$ cat src/design/odma_pkg.sv
// Shared constants for the OAM DMA engine.
package odma_pkg;

   localparam int unsigned TRANSFER_LENGTH_DEFAULT = 160;

   localparam int unsigned ADDR_W  = 16;
   localparam int unsigned PAGE_W  = 8;
   localparam int unsigned INDEX_W = 8;

   // Memory map boundaries.
   localparam logic [ADDR_W-1:0] VRAM_BASE = 16'h8000;
   localparam logic [ADDR_W-1:0] VRAM_END  = 16'hA000;
   localparam logic [ADDR_W-1:0] ECHO_BASE = 16'hE000;
   localparam logic [ADDR_W-1:0] ECHO_FOLD = 16'h2000;
   localparam logic [ADDR_W-1:0] OAM_BASE  = 16'hFE00;
   localparam logic [ADDR_W-1:0] IO_BASE   = 16'hFF00;

endpackage

$ cat src/design/odma_if.sv
// Request and response channel interfaces of the OAM DMA engine.
interface odma_req_if
   import odma_pkg::*;
();
   logic                valid;
   logic                ready;
   logic [ADDR_W-1:0]   cpu_address;
   logic                start_write;
   logic [PAGE_W-1:0]   start_page;

   modport source (output valid, cpu_address, start_write, start_page, input ready);
   modport sink   (input valid, cpu_address, start_write, start_page, output ready);
endinterface

interface odma_rsp_if
   import odma_pkg::*;
();
   logic                valid;
   logic                ready;
   logic                copy_valid;
   logic [ADDR_W-1:0]   copy_source;
   logic [INDEX_W-1:0]  oam_index;
   logic                cpu_blocked;
   logic [PAGE_W-1:0]   page_readback;

   modport source (output valid, copy_valid, copy_source, oam_index, cpu_blocked,
                   page_readback, input ready);
   modport sink   (input valid, copy_valid, copy_source, oam_index, cpu_blocked,
                   page_readback, output ready);
endinterface

$ cat src/design/oam_dma_engine_with_bus_blocking_top.sv
// OAM DMA engine with CPU bus blocking: top level.
//
// Each request on req is one machine cycle: the CPU access address, and a
// start-register write flag with its page value. For every request exactly
// one response is produced on rsp: whether a byte is copied this cycle, its
// folded source address and OAM index, whether the CPU access is blocked,
// and the start register readback.
// A start write opens the transfer on the next request (a start-up cycle
// that copies nothing of the new transfer); bytes follow one per request
// until TRANSFER_LENGTH bytes are done. A restart replaces a running one.
// The response is registered: it sits in the output register the cycle
// after the request is taken. Throughput is one request per cycle unless
// rsp stalls; all work is a short add/compare path to the output register.
// req.ready is high whenever the output register is empty or being drained,
// so a stalled receiver holds the response and back-pressures req.
// Synchronous reset clears the transfer state, the start register and the
// output valid flag; no transfer is active after reset.
module oam_dma_engine_with_bus_blocking_top
   import odma_pkg::*;
#(
   parameter int unsigned TRANSFER_LENGTH = TRANSFER_LENGTH_DEFAULT
) (
   input  logic        clock,
   input  logic        reset,
   odma_req_if.sink    req,
   odma_rsp_if.source  rsp
);

   localparam logic [INDEX_W:0] LEN = (INDEX_W+1)'(TRANSFER_LENGTH);

   // transfer state
   logic                active_ff,   active_in;
   logic [INDEX_W-1:0]  index_ff,    index_in;
   logic [PAGE_W-1:0]   src_page_ff, src_page_in;
   logic [PAGE_W-1:0]   pend_page_ff, pend_page_in;
   logic                pending_ff,  pending_in;
   logic [PAGE_W-1:0]   page_reg_ff, page_reg_in;

   // response register
   logic                rsp_valid_ff;
   logic                copy_valid_ff;
   logic [ADDR_W-1:0]   copy_source_ff;
   logic [INDEX_W-1:0]  oam_index_ff;
   logic                blocked_ff;
   logic [PAGE_W-1:0]   readback_ff;

   logic                accept;
   logic [ADDR_W-1:0]   raw_source;
   logic [ADDR_W-1:0]   fold_source;
   logic [INDEX_W:0]    next_index;
   logic                src_in_vram;
   logic                addr_oam;
   logic                addr_vram;
   logic                addr_ext;
   logic                blocked;

   assign req.ready = !rsp_valid_ff || rsp.ready;
   assign accept    = req.valid && req.ready;

   assign raw_source  = {src_page_ff, index_ff};
   assign fold_source = (raw_source >= ECHO_BASE) ? raw_source - ECHO_FOLD : raw_source;
   assign next_index  = {1'b0, index_ff} + (INDEX_W+1)'(1);

   assign src_in_vram = (fold_source >= VRAM_BASE) && (fold_source < VRAM_END);
   assign addr_oam    = (req.cpu_address >= OAM_BASE) && (req.cpu_address < IO_BASE);
   assign addr_vram   = (req.cpu_address >= VRAM_BASE) && (req.cpu_address < VRAM_END);
   assign addr_ext    = (req.cpu_address < VRAM_BASE)
                     || ((req.cpu_address >= VRAM_END) && (req.cpu_address < OAM_BASE));
   assign blocked     = active_ff && (addr_oam || (src_in_vram ? addr_vram : addr_ext));

   always_comb begin
      active_in    = active_ff;
      index_in     = index_ff;
      src_page_in  = src_page_ff;
      pend_page_in = pend_page_ff;
      pending_in   = 1'b0;
      page_reg_in  = page_reg_ff;
      if (active_ff) begin
         index_in = next_index[INDEX_W-1:0];
         if (next_index >= LEN) begin
            active_in = 1'b0;
         end
      end
      // start-up cycle: the new transfer replaces the old one
      if (pending_ff) begin
         active_in   = 1'b1;
         index_in    = '0;
         src_page_in = pend_page_ff;
      end
      if (req.start_write) begin
         page_reg_in  = req.start_page;
         pend_page_in = req.start_page;
         pending_in   = 1'b1;
      end
   end

   always_ff @(posedge clock) begin
      if (reset) begin
         active_ff    <= 1'b0;
         index_ff     <= '0;
         src_page_ff  <= '0;
         pend_page_ff <= '0;
         pending_ff   <= 1'b0;
         page_reg_ff  <= '0;
      end else if (accept) begin
         active_ff    <= active_in;
         index_ff     <= index_in;
         src_page_ff  <= src_page_in;
         pend_page_ff <= pend_page_in;
         pending_ff   <= pending_in;
         page_reg_ff  <= page_reg_in;
      end
   end

   always_ff @(posedge clock) begin
      if (reset) begin
         rsp_valid_ff <= 1'b0;
      end else if (accept) begin
         rsp_valid_ff <= 1'b1;
      end else if (rsp.ready) begin
         rsp_valid_ff <= 1'b0;
      end
   end

   always_ff @(posedge clock) begin
      if (accept) begin
         copy_valid_ff  <= active_ff;
         copy_source_ff <= active_ff ? fold_source : '0;
         oam_index_ff   <= active_ff ? index_ff : '0;
         blocked_ff     <= blocked;
         readback_ff    <= page_reg_in;
      end
   end

   assign rsp.valid         = rsp_valid_ff;
   assign rsp.copy_valid    = copy_valid_ff;
   assign rsp.copy_source   = copy_source_ff;
   assign rsp.oam_index     = oam_index_ff;
   assign rsp.cpu_blocked   = blocked_ff;
   assign rsp.page_readback = readback_ff;

endmodule
$ cat src/flat_wrapper.sv
// flat-port wrapper written by rule: the top's interface ports become plain ports
module oam_dma_engine_with_bus_blocking_top_flat import odma_pkg::*;
#(
   parameter int unsigned TRANSFER_LENGTH = TRANSFER_LENGTH_DEFAULT
)
  (clock, reset, req_valid, req_cpu_address, req_start_write, req_start_page, req_ready, rsp_valid, rsp_copy_valid, rsp_copy_source, rsp_oam_index, rsp_cpu_blocked, rsp_page_readback, rsp_ready);
  odma_req_if req_i ();
  odma_rsp_if rsp_i ();
  input  logic clock;
  input  logic reset;
  input wire logic [$bits(req_i.valid)-1:0] req_valid;
  input wire logic [$bits(req_i.cpu_address)-1:0] req_cpu_address;
  input wire logic [$bits(req_i.start_write)-1:0] req_start_write;
  input wire logic [$bits(req_i.start_page)-1:0] req_start_page;
  output wire logic [$bits(req_i.ready)-1:0] req_ready;
  output wire logic [$bits(rsp_i.valid)-1:0] rsp_valid;
  output wire logic [$bits(rsp_i.copy_valid)-1:0] rsp_copy_valid;
  output wire logic [$bits(rsp_i.copy_source)-1:0] rsp_copy_source;
  output wire logic [$bits(rsp_i.oam_index)-1:0] rsp_oam_index;
  output wire logic [$bits(rsp_i.cpu_blocked)-1:0] rsp_cpu_blocked;
  output wire logic [$bits(rsp_i.page_readback)-1:0] rsp_page_readback;
  input wire logic [$bits(rsp_i.ready)-1:0] rsp_ready;
  assign req_i.valid = req_valid;
  assign req_i.cpu_address = req_cpu_address;
  assign req_i.start_write = req_start_write;
  assign req_i.start_page = req_start_page;
  assign req_ready = req_i.ready;
  assign rsp_valid = rsp_i.valid;
  assign rsp_copy_valid = rsp_i.copy_valid;
  assign rsp_copy_source = rsp_i.copy_source;
  assign rsp_oam_index = rsp_i.oam_index;
  assign rsp_cpu_blocked = rsp_i.cpu_blocked;
  assign rsp_page_readback = rsp_i.page_readback;
  assign rsp_i.ready = rsp_ready;
  oam_dma_engine_with_bus_blocking_top #(.TRANSFER_LENGTH(TRANSFER_LENGTH)) u_core (.clock(clock), .reset(reset), .req(req_i), .rsp(rsp_i));
endmodule
$ cat config.mk
export PLATFORM = sky130hd
export DESIGN_NAME = oam_dma_engine_with_bus_blocking_top_flat
export DESIGN_NICKNAME = d
export VERILOG_FILES = /design/src/design/odma_pkg.sv /design/src/design/odma_if.sv /design/src/design/oam_dma_engine_with_bus_blocking_top.sv /design/src/flat_wrapper.sv
export SDC_FILE = /design/constraint.sdc
export NUM_CORES = 1
export LEC_CHECK = 0
export CORE_MARGIN = 3
export CORE_UTILIZATION = 50
export DETAILED_ROUTE_END_ITERATION = 10
export DONT_BUFFER_PORTS = 1
export MAX_ROUTING_LAYER = met4
export PLACE_DENSITY = 0.72
export SLEW_MARGIN = 20
export SYNTH_ARGS = -nofsm -noshare
export SYNTH_HDL_FRONTEND = slang
export SYNTH_SLANG_ARGS = --single-unit
$ cat constraint.sdc
create_clock -name clock -period 2.5 [get_ports clock]
set_input_delay 0.5 -clock clock [delete_from_list [all_inputs] [get_ports clock]]
set_output_delay 0.5 -clock clock [all_outputs]
set_load 0.02 [all_outputs]
==> reports/metrics.cfg, run 1 <==
[yosys]
synth_cells = 253
synth-edff-count = 26
yosysSeqAreaShare = 0.5446
post_synth_num_cell_types = 44
synth_seq_cells = 61
synth_warn = 0
prevailing_post_synth_register_cell = sky130_fd_sc_hd__dfxtp_1
synth_nets = 286
postSynth.asyncResetShare = 0
synthesis.area_per_instance_sq_um = 10.75
netlist_area_sq_um = 2720

[global_routing]
first_global_vias = 1733
grt_pass1_wl_microns = 8169
groute.usage.overall = 0.1748
grt_start_max_net_pins = 37
number_of_antenna_violations_at_the_first_check_in_global_routing = 0
grt_overflow = 0

[min_path]
timing.hold.worst.start = reset
min_path_type = input pin to flop
whs_path_depth = 1
holdPathEnd = u_core.rsp.valid$_SDFFE_PP0P_

[floorplanning]
start_util = 0.5259
fp.dieW_microns = 79.76
die_y_microns = 79.76
core_area_sq_um = 5172
placement_rows = 26
die_area_sq_um = 6361
pin_count = 65

[pwr]
ir_worst_vdd_uv = 417.8
power.density_cell_area_nw_per_um2 = 731.5
leakage_dissipation_nw = 1.111

[sta]
timing_hold_violations_final = 0
max_slew.worst_pin.slew_ns = 0.6045
finalCritPeriodShare = 0.7526
slew_headroom = 0.5958
slew_viol_final = 0
fin_crit_ns = 1.882
report.final.setup_viol = 0
max_clock_freq_mhz = 531.5
totalNegativeSetupSlack_ns = 0
unrepaired_setup_endpoints_after_global_routing = false
finalHoldWorstSlack_ns = 0.2307
timing.clock.skew_ns = 0.005985

[clock_tree]
cts_max_path_buffers = 2
post-cts-setup-buffers = 0
clock-sinks = 61
clock_tree_from_tritoncts = done
post_cts_resize_count = 0
tritoncts.num_buffers = 9
ctsRootBufferMaster = sky130_fd_sc_hd__clkbuf_8
clk_pin_slew_ns = 0.06
cts_max_level = 3
holdBufCountCts = 0
worst_skew_pair.late_latency_ns = 0.34

[layout]
net_total_in_the_final_layout = 278
mostFrequentLayoutCells = sky130_fd_sc_hd__dfxtp_1 (35), sky130_fd_sc_hd__nand2_1 (32), sky130_fd_sc_hd__a21oi_1 (28)
layout.cells.most_common = sky130_fd_sc_hd__dfxtp_1
flow.area_growth_from_synthesis_pct = 4.968
layout-drive-gt1-share = 0.1360
num_antenna_cells = 0

[critical_path]
r2r_cells = 5
rr_endpoint = u_core.rsp.cpu_blocked$_DFFE_PP_
cp-start-kind = flop
timing.critical_path.to_type = flop
rr_startpoint = u_core.src_page_ff[6]$_SDFFE_PP0P_
cp_data_arrival_time_ns = 1.97
crit_slowest_cell = sky130_fd_sc_hd__dfxtp_1
cpPeakStageDelay_ns = 0.42
critPathKind = flop to flop
cp_max_fo = 5
worstPathRequired_ns = 2.59
worst-r2r-setup-slack_ns = 0.62
path_cells = ha_1, nor4b_2, a41oi_1, mux2i_1, mux2_1

[run_status]
run_status = finished, final reports clean

[run]
max_cap_violations = 0

[route]
route.detailed.drc = 0
dr.pass1.iters = 4
num_vias = 1787
wl_per_cell_microns = 15.47
detail-route-antenna-nets = 0
drtIter0Drc = 159
postRouteWirelength_microns = 4950
vias_per_cell = 5.584

[placed_design]
gp_routability_congestion = 0.8384
post-dp-hpwl_microns = 3332
port-buffer-count = 0

registers in the layout (all words and copies together) (netlist names):
register,cells
u_core.rsp.page_readback,8
u_core.index_ff,8
u_core.pending_ff,1
u_core.page_reg_ff,8
u_core.active_ff,1
u_core.rsp.cpu_blocked,1
u_core.pend_page_ff,8
u_core.rsp.valid,1
u_core.rsp.copy_source,9
u_core.src_page_ff,8
u_core.rsp.copy_valid,1
u_core.rsp.oam_index,7
layer usage:
layer  global-route usage  share of wire  vias up
met3              0.05192          0.063        9
met5                    -              0        -
li1                     -              -      884
met1               0.2167           0.46      831
met4              0.09966          0.020        0
met2               0.2546           0.45       63
area by class of cell:
type                       instances  area, sq um
tap                               70        87.58
fill                             470         2317
inverter                           5        18.77
clock buffer                      11        141.4
sequential                        61         1481
clock inverter                     5        50.05
timing repair buffer               4        30.03
multi-input combinational        164         1046
critical path, delay by kind of cell (launching register included):
family,cells,cell delay [ns]
flip-flops,1,0.42
multiplexers,2,0.55
adder cells (fa/ha/maj),1,0.17
AND/OR/NAND/NOR,1,0.27
AO/OA/AOI/OAI,1,0.22
per-stage QoR:
stage	util	instances	power, mW	setup slack, ns	area [sq um]
6_report	0.5520	320	2.089	0.6185	2855
3_3_place_gp	0.5150	304	1.266	0.6305	2664
4_1_cts	0.5520	320	2.111	0.5822	2855
2_1_floorplan	-	253	1.267	0.6054	2720
3_5_place_dp	0.5150	304	1.269	0.6076	2664
5_1_grt	0.5520	320	2.173	0.4684	2855
how the worst max path moves through the flow:
| stage | start | to | slack, ns | depth (start not counted) |
|---|---|---|---|---|
| CTS | u_core.src_page_ff[6]$_SDFFE_PP0P_ | u_core.rsp.cpu_blocked$_DFFE_PP_ | 0.58 | 5 |
| floorplan | rsp_ready | u_core.rsp.copy_source[10]$_SDFFCE_PN0P_ | 0.61 | 5 |
| global placement | u_core.src_page_ff[6]$_SDFFE_PP0P_ | u_core.rsp.cpu_blocked$_DFFE_PP_ | 0.63 | 5 |
| global route | u_core.src_page_ff[6]$_SDFFE_PP0P_ | u_core.rsp.cpu_blocked$_DFFE_PP_ | 0.47 | 5 |
| finish | u_core.src_page_ff[6]$_SDFFE_PP0P_ | u_core.rsp.cpu_blocked$_DFFE_PP_ | 0.62 | 5 |
| detailed placement | u_core.src_page_ff[6]$_SDFFE_PP0P_ | u_core.rsp.cpu_blocked$_DFFE_PP_ | 0.61 | 5 |
cell families after synthesis:
| group | share of synthesized area |
|---|---|
| flip-flops | 0.5446 |
| multiplexers | 0.07406 |
| AO/OA/AOI/OAI | 0.1053 |
| adder cells (fa/ha/maj) | 0.01840 |
| AND/OR/NAND/NOR | 0.1868 |
| buffers and inverters | 0.07084 |
cell usage after synthesis (2+ instances only):
master	instances	area, sq um
sky130_fd_sc_hd__and2_1	13	81.33
sky130_fd_sc_hd__clkbuf_8	4	55.05
sky130_fd_sc_hd__nand2_1	32	120.1
sky130_fd_sc_hd__o22ai_1	2	12.51
sky130_fd_sc_hd__a21oi_1	28	140.1
sky130_fd_sc_hd__or3b_1	2	17.52
sky130_fd_sc_hd__a41oi_1	2	17.52
sky130_fd_sc_hd__mux2i_1	10	100.1
sky130_fd_sc_hd__ha_1	4	50.05
sky130_fd_sc_hd__nand3_1	6	30.03
sky130_fd_sc_hd__buf_4	8	60.06
sky130_fd_sc_hd__nand4b_1	3	26.28
sky130_fd_sc_hd__mux2_2	8	90.09
sky130_fd_sc_hd__a21boi_0	2	15.01
sky130_fd_sc_hd__edfxtp_1	26	780.8
sky130_fd_sc_hd__nand2b_1	2	12.51
sky130_fd_sc_hd__clkbuf_1	7	26.28
sky130_fd_sc_hd__buf_2	2	10.01
sky130_fd_sc_hd__dfxtp_1	35	700.7
sky130_fd_sc_hd__a31oi_1	4	25.02
sky130_fd_sc_hd__or4_1	2	15.01
sky130_fd_sc_hd__and2_2	2	15.01
sky130_fd_sc_hd__nor2_1	12	45.04
sky130_fd_sc_hd__buf_6	2	22.52
sky130_fd_sc_hd__o21ai_0	5	25.02
sky130_fd_sc_hd__nand4_1	3	18.77
sky130_fd_sc_hd__inv_1	5	18.77
sky130_fd_sc_hd__nand3b_1	2	15.01
sky130_fd_sc_hd__and3_1	3	18.77
sky130_fd_sc_hd__nor4b_2	2	30.03
sky130_fd_sc_hd__a2bb2oi_1	2	17.52
power by group:
group          leakage [nW]  internal [mW]  switching (mW)
clock network         0.103          0.480           0.362
logic                 0.462         0.0391          0.0533
registers             0.546           1.09          0.0683
(Power assumes the default switching activity.)
==> inputs of run 2 (changes only) <==
clock period = 1.78 ns   (was 2.5 ns; I/O delays follow)
==> run 2 against run 1 <==
  * Non-clock buffer count rose by 18
  * Setup slack worse by 0.54 ns
  * Count of clock-buffer cells in the layout down 1
  * Cell area rose by 6.0%
  * Sequential power up 40%
  * Critical path type unchanged
  * Largest power group unchanged
  * Highest routed layer unchanged
==> reports/metrics.cfg, run 2 (synthesis results as in run 1) <==
[clock_tree]
clk_pin_slew_ns = 0.07
cts_max_level = 3
clock-sinks = 61
ctsRootBufferMaster = sky130_fd_sc_hd__clkbuf_8
tritoncts.num_buffers = 9
worst_skew_pair.late_latency_ns = 0.33
cts_max_path_buffers = 2
clock_tree_from_tritoncts = done

[layout]
postLayoutCellArea_sq_um = 3028
flow.area_growth_from_synthesis_pct = 11.32
layout-drive-gt1-share = 0.2015
num_antenna_cells = 0
mostFrequentLayoutCells = sky130_fd_sc_hd__dfxtp_1 (35), sky130_fd_sc_hd__nand2_1 (32), sky130_fd_sc_hd__a21oi_1 (28)
largest_register_ff_count = 9
fillerInstances = 441
layout.cells.most_common = sky130_fd_sc_hd__dfxtp_1
net_total_in_the_final_layout = 296

[placed_design]
post_dp_area_sq_um = 2811
port-buffer-count = 0
pre_cts_slack_ns = 0.01442
post-dp-hpwl_microns = 3583
gp_routability_congestion = 0.8716

[critical_path]
cp_data_arrival_time_ns = 1.79
cp_max_fo = 2
cp-start-kind = flop
critPathKind = flop to flop
timing.critical_path.to_type = flop
worstPathRequired_ns = 1.87

[route]
wl_per_cell_microns = 15.42
dr.pass1.iters = 4
postRouteWirelength_microns = 5212
route.detailed.drc = 0
vias_per_cell = 5.604
detail-route-antenna-nets = 0
num_vias = 1894
drtIter0Drc = 151

[sta]
slew_headroom = 0.7234
max_slew.worst_pin.slew_ns = 0.4143
timing.clock.skew_ns = 0.009248
unrepaired_setup_endpoints_after_global_routing = false
totalNegativeSetupSlack_ns = 0
fin_crit_ns = 1.699
max_clock_freq_mhz = 588.7
finalCritPeriodShare = 0.9543
timing_hold_violations_final = 0
report.final.setup_viol = 0
slew_viol_final = 0
post-route-worst-setup-slack_ns = 0.08138

[min_path]
min_path_type = input pin to flop

[floorplanning]
fp.dieW_microns = 79.76
pin_count = 65
start_util = 0.5259
die_area_sq_um = 6361
core_area_sq_um = 5172
die_y_microns = 79.76
placement_rows = 26

[global_routing]
grt_overflow = 0
grt_start_max_net_pins = 37
groute.usage.overall = 0.1835
first_global_vias = 1841
grt_pass1_wl_microns = 8687
number_of_antenna_violations_at_the_first_check_in_global_routing = 0

[pwr]
ir_worst_vdd_uv = 573.6
power.density_cell_area_nw_per_um2 = 964.9
leakage_dissipation_nw = 1.210

[run_status]
run_status = finished, final reports clean

[run]
max_cap_violations = 0

==> run 2: changes by cell type in the layout (fill, tap and decap cells not counted), sizes merged <==
cell / delta
buf: +18
bufinv: -1
clkbuf: -1
inv: +2
==> run 2: critical path: stages, from the launching register on <==
cell                      delay, ns
sky130_fd_sc_hd__dfxtp_1       0.31
sky130_fd_sc_hd__nor4_1        0.40
sky130_fd_sc_hd__a41oi_2       0.20
sky130_fd_sc_hd__mux2i_1       0.21
sky130_fd_sc_hd__mux2_1        0.33
==> run 2: power by group <==
part	internal [mW]	switching, mW	total [mW]
registers	1.52	0.0835	1.61
clock network	0.594	0.558	1.15
logic	0.0697	0.0924	0.162
==> run 2: final cells by class <==
class                   instances  area [sq um]  share of cell area
clock buffers                  10         148.9             0.04917
well taps                      70         87.58             0.02893
flip-flops and latches         61          1481              0.4893
multi-input cells             164          1071              0.3537
clock inverters                 6         42.54             0.01405
repair buffers                 22         177.7             0.05868
inverters                       5         18.77            0.006198
==> run 2: timing repair <==
| item | 4_1_cts | 5_1_grt |
|---|---|---|
| endpoints found under the setup margin | 0 | 1 |
| hold buffers | 0 | 0 |
| buffers inserted | 0 | 0 |
| gates resized for setup | 0 | 3 |
==> run 2: path summary, 6_finish.rpt <==
check / startpoint / end / slack, ns / cells after the start
max: u_core.index_ff[3]$_SDFFE_PP0P_ / u_core.rsp.cpu_blocked$_DFFE_PP_ / 0.08 / 4
min: reset / u_core.page_reg_ff[7]$_SDFFE_PP0P_ / 0.09 / 1
max reg2reg: u_core.index_ff[3]$_SDFFE_PP0P_ / u_core.rsp.cpu_blocked$_DFFE_PP_ / 0.08 / 4
min reg2reg: u_core.page_reg_ff[7]$_SDFFE_PP0P_ / u_core.page_reg_ff[7]$_SDFFE_PP0P_ / 0.45 / 2
==> run 2: metal layers <==
metal  GRT usage  up-vias  part of all wire
met2      0.2604       59              0.46
met3     0.05530        7             0.056
met1      0.2339      905              0.48
met5           -        -                 0
met4      0.1014        0            0.0083
li1            -      923                 -
==> run 2: stage by stage <==
stage | std cells | utilization | hold WS (ns) | power (mW)
4_1_cts | 338 | 0.5806 | 0.06316 | 2.956
3_5_place_dp | 322 | 0.5435 | 0.4319 | 1.800
5_1_grt | 338 | 0.5854 | 0.06197 | 3.032
2_1_floorplan | 253 | - | 0.4305 | 1.780
3_3_place_gp | 322 | 0.5435 | 0.4307 | 1.794
6_report | 338 | 0.5854 | 0.09116 | 2.922
